File: src/rtl/tait_pkg.sv
// ----------------------------------------------------------------------------
// tait_pkg
// Shared types and constants for the two-actuator interlock timers.
// ----------------------------------------------------------------------------
package tait_pkg;

  localparam int unsigned TimerW  = 16;
  localparam int unsigned PauseW  = 8;
  localparam int unsigned ErrW    = 5;
  localparam int unsigned CfgIdxW = 2;
  localparam int unsigned CfgW    = 16;
  localparam int unsigned InW     = 16;
  localparam int unsigned OutW    = 16;

  localparam logic [CfgIdxW-1:0] CfgLinkTimeout  = 2'd0;
  localparam logic [CfgIdxW-1:0] CfgDriveTimeout = 2'd1;
  localparam logic [CfgIdxW-1:0] CfgPauseTicks   = 2'd2;

  localparam logic [TimerW-1:0] LinkTimeoutRst  = 16'd50;
  localparam logic [TimerW-1:0] DriveTimeoutRst = 16'd500;
  localparam logic [PauseW-1:0] PauseTicksRst   = 8'd15;

  typedef struct packed {
    logic [TimerW-1:0] link_timeout;
    logic [TimerW-1:0] drive_timeout;
    logic [PauseW-1:0] pause_ticks;
  } tait_cfg_t;

  typedef struct packed {
    logic [1:0] open_cmd;
    logic [1:0] close_cmd;
    logic [1:0] open_end;
    logic [1:0] closed_end;
    logic       reset_errors;
    logic       frame_ok;
  } tait_in_t;

  // drive order: open A, close A, open B, close B
  typedef struct packed {
    logic [3:0]     drive;
    logic [ErrW-1:0] error_flags;
  } tait_out_t;

endpackage

File: src/rtl/tait_tick.sv
// ----------------------------------------------------------------------------
// tait_tick
// Timer state and per-tick interlock logic; state advances on en_i.
// ----------------------------------------------------------------------------
module tait_tick import tait_pkg::*; (
  input  logic      clk_i,
  input  logic      rst_ni,
  input  logic      en_i,
  input  tait_in_t  in_i,
  input  tait_cfg_t cfg_i,
  output tait_out_t res_o
);

  logic [TimerW-1:0] link_q, link_d;
  logic [TimerW-1:0] dtmr_q [4];
  logic [TimerW-1:0] dtmr_d [4];
  logic [PauseW-1:0] cls_pause_q [2];
  logic [PauseW-1:0] cls_pause_d [2];
  logic [PauseW-1:0] opn_pause_q [2];
  logic [PauseW-1:0] opn_pause_d [2];
  logic [ErrW-1:0]   err_q, err_d;
  logic [3:0]        drv;

  always_comb begin
    logic [TimerW-1:0] lt;
    logic [TimerW-1:0] dt [4];
    logic [ErrW-1:0]   er;
    er = in_i.reset_errors ? '0 : err_q;
    lt = in_i.reset_errors ? cfg_i.link_timeout : link_q;
    for (int k = 0; k < 4; k++) begin
      dt[k] = in_i.reset_errors ? cfg_i.drive_timeout : dtmr_q[k];
    end
    if (in_i.frame_ok) begin
      lt    = cfg_i.link_timeout;
      er[0] = 1'b0;
    end
    if (lt == '0) er[0] = 1'b1;
    for (int k = 0; k < 4; k++) begin
      if (dt[k] == '0) er[k+1] = 1'b1;
    end
    for (int k = 0; k < 2; k++) begin
      drv[2*k]   = in_i.open_cmd[k] && !er[2*k+1] && !in_i.open_end[k] &&
                   (cls_pause_q[k] == '0);
      drv[2*k+1] = !in_i.open_cmd[k] && in_i.close_cmd[k] && !er[2*k+2] &&
                   !in_i.closed_end[k] && (opn_pause_q[k] == '0);
    end
    err_d  = er;
    link_d = (lt != '0) ? lt - 1'b1 : lt;
    for (int k = 0; k < 4; k++) begin
      if (!drv[k]) dtmr_d[k] = cfg_i.drive_timeout;
      else if (dt[k] != '0) dtmr_d[k] = dt[k] - 1'b1;
      else dtmr_d[k] = dt[k];
    end
    for (int k = 0; k < 2; k++) begin
      if (drv[2*k+1]) cls_pause_d[k] = cfg_i.pause_ticks;
      else if (cls_pause_q[k] != '0) cls_pause_d[k] = cls_pause_q[k] - 1'b1;
      else cls_pause_d[k] = cls_pause_q[k];
      if (drv[2*k]) opn_pause_d[k] = cfg_i.pause_ticks;
      else if (opn_pause_q[k] != '0) opn_pause_d[k] = opn_pause_q[k] - 1'b1;
      else opn_pause_d[k] = opn_pause_q[k];
    end
  end

  assign res_o.drive       = drv;
  assign res_o.error_flags = err_d;

  always_ff @(posedge clk_i or negedge rst_ni) begin
    if (!rst_ni) begin
      link_q <= LinkTimeoutRst;
      err_q  <= '0;
      for (int k = 0; k < 4; k++) dtmr_q[k] <= DriveTimeoutRst;
      for (int k = 0; k < 2; k++) begin
        cls_pause_q[k] <= '0;
        opn_pause_q[k] <= '0;
      end
    end else if (en_i) begin
      link_q <= link_d;
      err_q  <= err_d;
      for (int k = 0; k < 4; k++) dtmr_q[k] <= dtmr_d[k];
      for (int k = 0; k < 2; k++) begin
        cls_pause_q[k] <= cls_pause_d[k];
        opn_pause_q[k] <= opn_pause_d[k];
      end
    end
  end

  a_excl_a: assert property (@(posedge clk_i) disable iff (!rst_ni)
    en_i |-> !(drv[0] && drv[1])) else $error("both drives of actuator A on");

  a_excl_b: assert property (@(posedge clk_i) disable iff (!rst_ni)
    en_i |-> !(drv[2] && drv[3])) else $error("both drives of actuator B on");

  a_drv_err: assert property (@(posedge clk_i) disable iff (!rst_ni)
    en_i |-> (drv & err_d[4:1]) == 4'b0)
    else $error("drive on with its error flag set");

  a_sticky: assert property (@(posedge clk_i) disable iff (!rst_ni)
    en_i && !in_i.reset_errors |=>
      (err_q[4:1] & $past(err_q[4:1])) == $past(err_q[4:1]))
    else $error("drive error flag dropped without reset request");

endmodule

File: src/rtl/two_actuator_interlock_timers.sv
// ----------------------------------------------------------------------------
// two_actuator_interlock_timers
// Damper actuator interlock with link watchdog, drive and pause timers.
//
// channel  dir  handshake           payload
// s_*      in   s_tvalid/s_tready   s_tdata: one tick request
// m_*      out  m_tvalid/m_tready   m_tdata: drives and error flags
// cfg_*    in   cfg_we_i            cfg_idx_i, cfg_wdata_i
//
// One request per cycle sustained while m_tready is high; each request is
// first held in the input register and then sits in the result register until
// taken. m_tvalid rises as the request moves into the result register.
// A stalled result holds the input register, which then holds s_tready low.
// Reset loads the configuration defaults, reloads the link and drive timers and clears the pause timers.
// ----------------------------------------------------------------------------
module two_actuator_interlock_timers import tait_pkg::*; (
  input  logic               clk_i,
  input  logic               rst_ni,
  input  logic               s_tvalid,
  output logic               s_tready,
  // [0] open_cmd_a [1] close_cmd_a [2] open_cmd_b [3] close_cmd_b
  // [4] open_end_a [5] closed_end_a [6] open_end_b [7] closed_end_b
  // [8] reset_errors [9] frame_ok
  input  logic [InW-1:0]     s_tdata,
  output logic               m_tvalid,
  input  logic               m_tready,
  // [0] open_drive_a [1] close_drive_a [2] open_drive_b [3] close_drive_b
  // [8:4] error_flags
  output logic [OutW-1:0]    m_tdata,
  input  logic               cfg_we_i,
  input  logic [CfgIdxW-1:0] cfg_idx_i,
  input  logic [CfgW-1:0]    cfg_wdata_i
);

  tait_cfg_t cfg_q;
  tait_in_t  in_q, in_d;
  logic      in_vld_q;
  logic      out_vld_q;
  tait_out_t out_q, res;
  logic      adv;

  always_ff @(posedge clk_i or negedge rst_ni) begin
    if (!rst_ni) begin
      cfg_q.link_timeout  <= LinkTimeoutRst;
      cfg_q.drive_timeout <= DriveTimeoutRst;
      cfg_q.pause_ticks   <= PauseTicksRst;
    end else if (cfg_we_i) begin
      unique case (cfg_idx_i)
        CfgLinkTimeout:  cfg_q.link_timeout  <= cfg_wdata_i;
        CfgDriveTimeout: cfg_q.drive_timeout <= cfg_wdata_i;
        CfgPauseTicks:   cfg_q.pause_ticks   <= cfg_wdata_i[PauseW-1:0];
        default: ;
      endcase
    end
  end

  assign in_d.open_cmd     = {s_tdata[2], s_tdata[0]};
  assign in_d.close_cmd    = {s_tdata[3], s_tdata[1]};
  assign in_d.open_end     = {s_tdata[6], s_tdata[4]};
  assign in_d.closed_end   = {s_tdata[7], s_tdata[5]};
  assign in_d.reset_errors = s_tdata[8];
  assign in_d.frame_ok     = s_tdata[9];

  assign adv      = in_vld_q && (!out_vld_q || m_tready);
  assign s_tready = !in_vld_q || adv;

  always_ff @(posedge clk_i or negedge rst_ni) begin
    if (!rst_ni) begin
      in_vld_q  <= 1'b0;
      out_vld_q <= 1'b0;
    end else begin
      if (s_tready) in_vld_q <= s_tvalid;
      if (adv) out_vld_q <= 1'b1;
      else if (m_tready) out_vld_q <= 1'b0;
    end
  end

  always_ff @(posedge clk_i) begin
    if (s_tvalid && s_tready) in_q <= in_d;
    if (adv) out_q <= res;
  end

  tait_tick u_tick (
    .clk_i,
    .rst_ni,
    .en_i  (adv),
    .in_i  (in_q),
    .cfg_i (cfg_q),
    .res_o (res)
  );

  assign m_tvalid = out_vld_q;
  assign m_tdata  = {{(OutW-4-ErrW){1'b0}}, out_q.error_flags, out_q.drive};

  a_ready: assert property (@(posedge clk_i) disable iff (!rst_ni)
    !s_tready |-> in_vld_q && out_vld_q && !m_tready)
    else $error("input stalled without a pending result");

  a_hold: assert property (@(posedge clk_i) disable iff (!rst_ni)
    out_vld_q && !m_tready |=> out_vld_q && $stable(out_q))
    else $error("stalled result changed");

  a_adv: assert property (@(posedge clk_i) disable iff (!rst_ni)
    adv |=> out_vld_q) else $error("processed request lost");

endmodule
File: config.mk
export PLATFORM = sky130hd
export DESIGN_NAME = two_actuator_interlock_timers
export DESIGN_NICKNAME = d
export VERILOG_FILES = /design/src/rtl/tait_pkg.sv /design/src/rtl/tait_tick.sv /design/src/rtl/two_actuator_interlock_timers.sv
export SDC_FILE = /design/constraint.sdc
export NUM_CORES = 1
export LEC_CHECK = 0
export CORE_UTILIZATION = 45
export DETAILED_ROUTE_END_ITERATION = 8
export DONT_BUFFER_PORTS = 1
export PLACE_DENSITY_LB_ADDON = 0.15
export SETUP_SLACK_MARGIN = 0.2
export SYNTH_ARGS = -nofsm -noshare
export SYNTH_HDL_FRONTEND = slang
export SYNTH_SLANG_ARGS = --single-unit
File: constraint.sdc
create_clock -name clk_i -period 8.3 [get_ports clk_i]
set_input_delay 1.245 -clock clk_i [delete_from_list [all_inputs] [get_ports clk_i]]
set_output_delay 1.245 -clock clk_i [all_outputs]
set_load 0.1 [all_outputs]
Word-level counts from Yosys, hierarchy flattened
Cells that the tools add are included.
{"block": "word_totals", "reg_bits": 178, "latch_bits": 0, "ram_bits": 0, "romBits": 0, "output_inout_bits": 18, "elab_cells": 127, "mem_count": 0}
{"block": "classes", "add_sub_neg": 9, "mul": 0, "div": 0, "magnitude_cmp": 0, "n_eq_ne": 2, "n_shift": 0, "mux": 32, "bitwise": 0, "n_reduce_logical": 61}
{"operator": "2-to-1 mux 16 bit", "count": 15}
{"operator": "logical NOT 16 bit", "count": 5}
{"operator": "nonzero test 16 bit", "count": 5}
{"operator": "subtractor 16 x 1 -> 16 bit (second input constant)", "count": 5}
{"operator": "2-to-1 mux 8 bit", "count": 8}
{"operator": "logical NOT 8 bit", "count": 4}
{"operator": "nonzero test 8 bit", "count": 4}
{"operator": "subtractor 8 x 1 -> 8 bit (second input constant)", "count": 4}
{"operator": "logical AND 1 bit", "count": 16}
{"operator": "AND reduction 2 bit", "count": 7}
{"operator": "logical NOT 1 bit", "count": 12}
{"operator": "nonzero test 2 bit", "count": 5}
{"operator": "2-to-1 mux 1 bit", "count": 8}
{"operator": "2-to-1 mux 5 bit", "count": 1}
{"operator": "equality test 2 x 1 -> 1 bit (second input constant)", "count": 1}
{"operator": "equality test 2 bit (second input constant)", "count": 1}
{"operator": "logical NOT 2 bit", "count": 1}
{"operator": "logical OR 1 bit", "count": 2}

Longest topological paths before layout
{"block": "depth", "word_depth": 9, "mapped_depth": 20}

Hierarchy
From an unflattened synthesis, not the netlist that was laid out.
{"block": "unflattened", "cells_unflattened": 1440, "hier_area_um2": 12171.7}
{"module": "tait_tick", "n_inst": 1, "cells_each": 1320, "area_each_um2": 9928.3}
{"module": "two_actuator_interlock_timers", "n_inst": 1, "cells_each": 120, "area_each_um2": 2243.4}

Worst setup path after synthesis
Ideal clock, no wire load.
{"block": "synth_path", "path_kind": "flip-flop to flip-flop", "startpoint": "register in_q[1] (netlist name)", "endpoint": "register u_tick.dtmr_q[12] (netlist name)", "setup_time_ns": 0.065, "arrival_time_ns": 4.606, "slack_ns": 3.629, "path_stages_with_launch": 20, "n_path_buf": 9, "period_less_slack_ns": 4.671, "path_cell_list": "edfxtp_1 -> buf_2 -> buf_2 -> buf_2 -> buf_2 -> buf_2 -> buf_2 -> buf_1 -> buf_1 -> mux2i_1 -> ha_1 -> or4b_1 -> a222oi_1 -> a21o_1 -> buf_6 -> inv_6 -> and3_1 -> mux2_2 -> a21oi_1 -> o22a_1"}
{"block": "synth_between", "elab_chain_cells": 8, "elab_cells_between_ends": 12, "classes_between": "1 x add/sub; 5 x mux; 6 x reduce/logical"}
{"item": "from (decl)", "line": "two_actuator_interlock_timers.sv:36", "source": "tait_in_t in_q, in_d;"}
{"item": "from (signal assigned)", "line": "two_actuator_interlock_timers.sv:79", "source": "if (s_tvalid && s_tready) in_q <= in_d;"}
{"item": "branches (longest 7 deep; another with subtractor 16 x 1 -> 16 bit)"}
{"item": "2-to-1 mux 16 bit *", "line": "tait_tick.sv:50", "source": "if (!drv[k]) dtmr_d[k] = cfg_i.drive_timeout;"}
{"item": "to (decl)", "line": "tait_tick.sv:15", "source": "logic [TimerW-1:0] dtmr_q [4];"}
Every way passes the cells marked *.
A chain may end at the register's enable or synchronous reset.

Worst setup path after layout
{"block": "layout_path", "startpoint": "register in_q[1] (netlist name)", "endpoint": "register u_tick.opn_pause_q[9] (netlist name)"}
{"block": "layout_between", "elab_chain_cells": 9, "elab_cells_between_ends": 11, "classes_between": "4 x mux; 7 x reduce/logical"}
{"item": "2-to-1 mux 16 bit", "line": "tait_tick.sv:31", "source": "dt[k] = in_i.reset_errors ? cfg_i.drive_timeout : dtmr_q[k];"}
{"item": "logical NOT 16 bit", "line": "tait_tick.sv:39", "source": "if (dt[k] == '0) er[k+1] = 1'b1;"}
{"item": "2-to-1 mux 1 bit *", "line": "tait_tick.sv:39"}
{"item": "logical NOT 1 bit *", "line": "tait_tick.sv:42", "source": "drv[2*k] = in_i.open_cmd[k] && !er[2*k+1] && !in_i.open_end[k] &&"}
{"item": "logical AND 1 bit * (3 in series)", "line": "tait_tick.sv:42"}
{"item": "nonzero test 2 bit (no source line)"}
{"item": "AND reduction 2 bit (no source line)"}
{"item": "to (signal, indexed assignment)", "line": "tait_tick.sv:82", "source": "opn_pause_q[k] <= opn_pause_d[k];"}
{"item": "to (decl)", "line": "tait_tick.sv:19", "source": "logic [PauseW-1:0] opn_pause_q [2];"}
Every way passes the cells marked *; elsewhere a longest branch is shown, timed or not.

==> flow_summary.toml <==
[routing]
wirelength_microns = 35500
viasPerCell = 6.47
antenna_left = 0
vias = 11071
first_pass_iters = 8
drt_iter0_drc = 1066
drc_errors = 3
routedWlPerCell_microns = 20.7

[die]
initial_core_util_pct = 46.2
pin_count = 57
die_area_sq_um = 27500
design.core.area_sq_um = 26200
die_w_microns = 166
fp-row-count = 59
die_h_microns = 166

[clock_network]
post_cts_buffers = 0
clock_path_buffers = 2
clk_latency_ns = 0.46
htree_levels = 4
cts_tree = "built"
cts_resized = 0
clkSlewWorstSetupHoldPaths_ns = 0.08
hold_buffers = 0
clockRootBuffer = "clkbuf_16"
clkSinkCount = 178
cts_buffers = 17

[power]
leakagePower_uw = 0.00492
powerDensity_nw_per_um2 = 250
ir_worst_vdd_v = 0.000149

[yosys]
synthFlopType = "dfrtp_1"
synth_edf_count = 19
synth_cell_type_count = 93
yosys_warnings = 0
synth_area_sq_um = 12100
ys_ff_latch = 178
synthCells = 1427
synth.avg_cell_area_sq_um = 8.48
ys_async_sr_fraction_pct = 89.3
ys_seq_area_share_pct = 38.0

[placed_design]
detailed_place_hpwl_microns = 24000
place.gp.congestion = 0.871
portBuffers = 0
placed_cell_area_sq_um = 12300

[min_path]
hp-class = "flip-flop to flip-flop"
worstHoldStart = "u_tick.dtmr_q[17]"

[cells_and_area]
design_area_sq_um = 12900
nFillCells = 2491
diodes = 0
final_net_count = 1413
multi_input_area_sq_um = 6880
final_common_cell = "nor2_1"
fin_util_pct = 49.1
seq_area_sq_um = 4600
final_cell_mix = "nor2_1, dfrtp_1, nand2_1"
synthToLayoutAreaGrowth_pct = 6.31
drive_gt1_share_pct = 13.1

[global_routing]
grt_pass1_wl_microns = 58000
antenna_found_initial = 0
grt_usage_pct = 26.3
grt_max_degree = 160
gr-total-overflow = 0
grt_pass1_vias = 10331

[sta]
fin_crit_sh_pct = 62.1
drv_slew = 0
tns_ns = 0
clock.fmax_ghz = 0.194
setup_viol = 0
finalCriticalPeriod_ns = 5.16
hold_violations = 0
rsz0062_at_grt = "false"
fin_worst_skew_ns = 0.0153
tightest_slew_ns = 1.10
slew_headroom_pct = 25.9

[critical_path]
r2r-start = "in_q[1]"
path_class = "flip-flop to flip-flop"
startpoint = "in_q[1]"
cp_max_fo = 98
cp.required_ns = 8.61
crit_arrival_ns = 5.46
crit_path_start_kind = "flip-flop"
end_kind = "flip-flop"

[run_status]
status = "complete, but fails checks"
violations = "design-rule violations"

[run]
cap_viol_max_count = 0
## cells in the mapped netlist (10+ instances only)
cell | number | area, sq um
nor3b_1 | 11 | 82.6
or3_1 | 17 | 106
nor3_1 | 62 | 310
o31ai_1 | 15 | 113
o21ai_0 | 112 | 561
nor2_1 | 135 | 507
clkbuf_1 | 65 | 244
o22ai_1 | 19 | 119
mux2i_1 | 29 | 290
o221ai_1 | 10 | 87.6
and2_1 | 12 | 75.1
o22a_1 | 16 | 140
nand4_1 | 16 | 100
nand2b_1 | 23 | 144
dfrtp_1 | 119 | 2980
a31oi_1 | 36 | 225
ha_1 | 10 | 125
a21oi_1 | 112 | 561
nand2_1 | 115 | 432
o211ai_1 | 15 | 113
and3_1 | 10 | 62.6
dfstp_2 | 40 | 1050
nor4_1 | 28 | 175
mux2_2 | 48 | 541
inv_1 | 45 | 169
nand3_1 | 44 | 220
buf_1 | 11 | 41.3
a21o_1 | 13 | 97.6
edfxtp_1 | 19 | 571
buf_2 | 23 | 115
a211oi_1 | 11 | 82.6
## critical path: stages (launching register included)
cell and delay [ns]:
edfxtp_1 0.74, buf_12 0.42, nor3b_1 0.83, o22a_1 0.32, nand3_1 0.28, nand2_1 0.74
inv_1 0.72, nor2_1 0.32, a21oi_1 0.28, o211ai_1 0.19, o21ai_0 0.12
## worst paths after layout
| path | endpoint | slack, ns | cells after the start |
|---|---|---|---|
| max | u_tick.opn_pause_q[9] | 3.14 | 10 |
| min | u_tick.dtmr_q[17] | 0.47 | 2 |
| max reg2reg | u_tick.opn_pause_q[9] | 3.14 | 10 |
| min reg2reg | u_tick.dtmr_q[17] | 0.47 | 2 |
| max in group asynchronous | u_tick.dtmr_q[23] | 7.42 | 0 |
| min in group asynchronous | u_tick.opn_pause_q[14] | 0.48 | 0 |
## per-stage QoR
| step | hold WS (ns) | worst slack (ns) | total power, uW | instances |
|---|---|---|---|---|
| 2_1_floorplan | 0.438 | 3.63 | 2110 | 1433 |
| 3_3_place_gp | 0.453 | 3.37 | 2330 | 1680 |
| 3_5_place_dp | 0.459 | 3.32 | 2360 | 1680 |
| 4_1_cts | 0.471 | 3.30 | 3210 | 1712 |
| 5_1_grt | 0.456 | 2.77 | 3420 | 1712 |
| 6_report | 0.473 | 3.14 | 3210 | 1712 |
## cell type report
cell class	count	share of cell area (%)
clock inverter	15	1.41
tap	335	3.26
timing repair buffer	22	1.38
inverter	46	1.40
multi-input combinational	1099	53.5
clock buffer	17	3.31
sequential	178	35.8
## power breakdown
group          switching [uW]  total (uW)  internal (uW)
Combinational             516         899            383
Sequential                320        1470           1150
Clock                     430         841            411
## layer usage
layer / vias up / global-route usage (%) / part of all wire [%]
met5: - / 0 / 0
met2: 420 / 41.6 / 46
li1: 5249 / - / -
met4: 0 / 7.19 / 1.8
met3: 44 / 4.96 / 6.6
met1: 5358 / 36.8 / 46
## cell families after synthesis
logic type	count (synthesis)	share of synthesized area [%]
adders and majority gates	10	1.03
AOI/OAI and AO/OA	472	25.9
and+or+nand+nor	532	22.6
DFF	178	38.0
xor gates and xnor gates	1	0.0724
buffers and inverters	156	5.50
other	1	0.0310
muxes	77	6.87
## sequential cells by signal, summed over array words and instances, names as in the netlist
name,flops
u_tick.cls_pause_q,16
u_tick.opn_pause_q,16
u_tick.link_q,16
in_q,10
u_tick.dtmr_q,64
in_vld_q,1
cfg_q,40
u_tick.err_q,5
m_tdata,9
m_tvalid,1
Power figures use the tool's default switching activity.
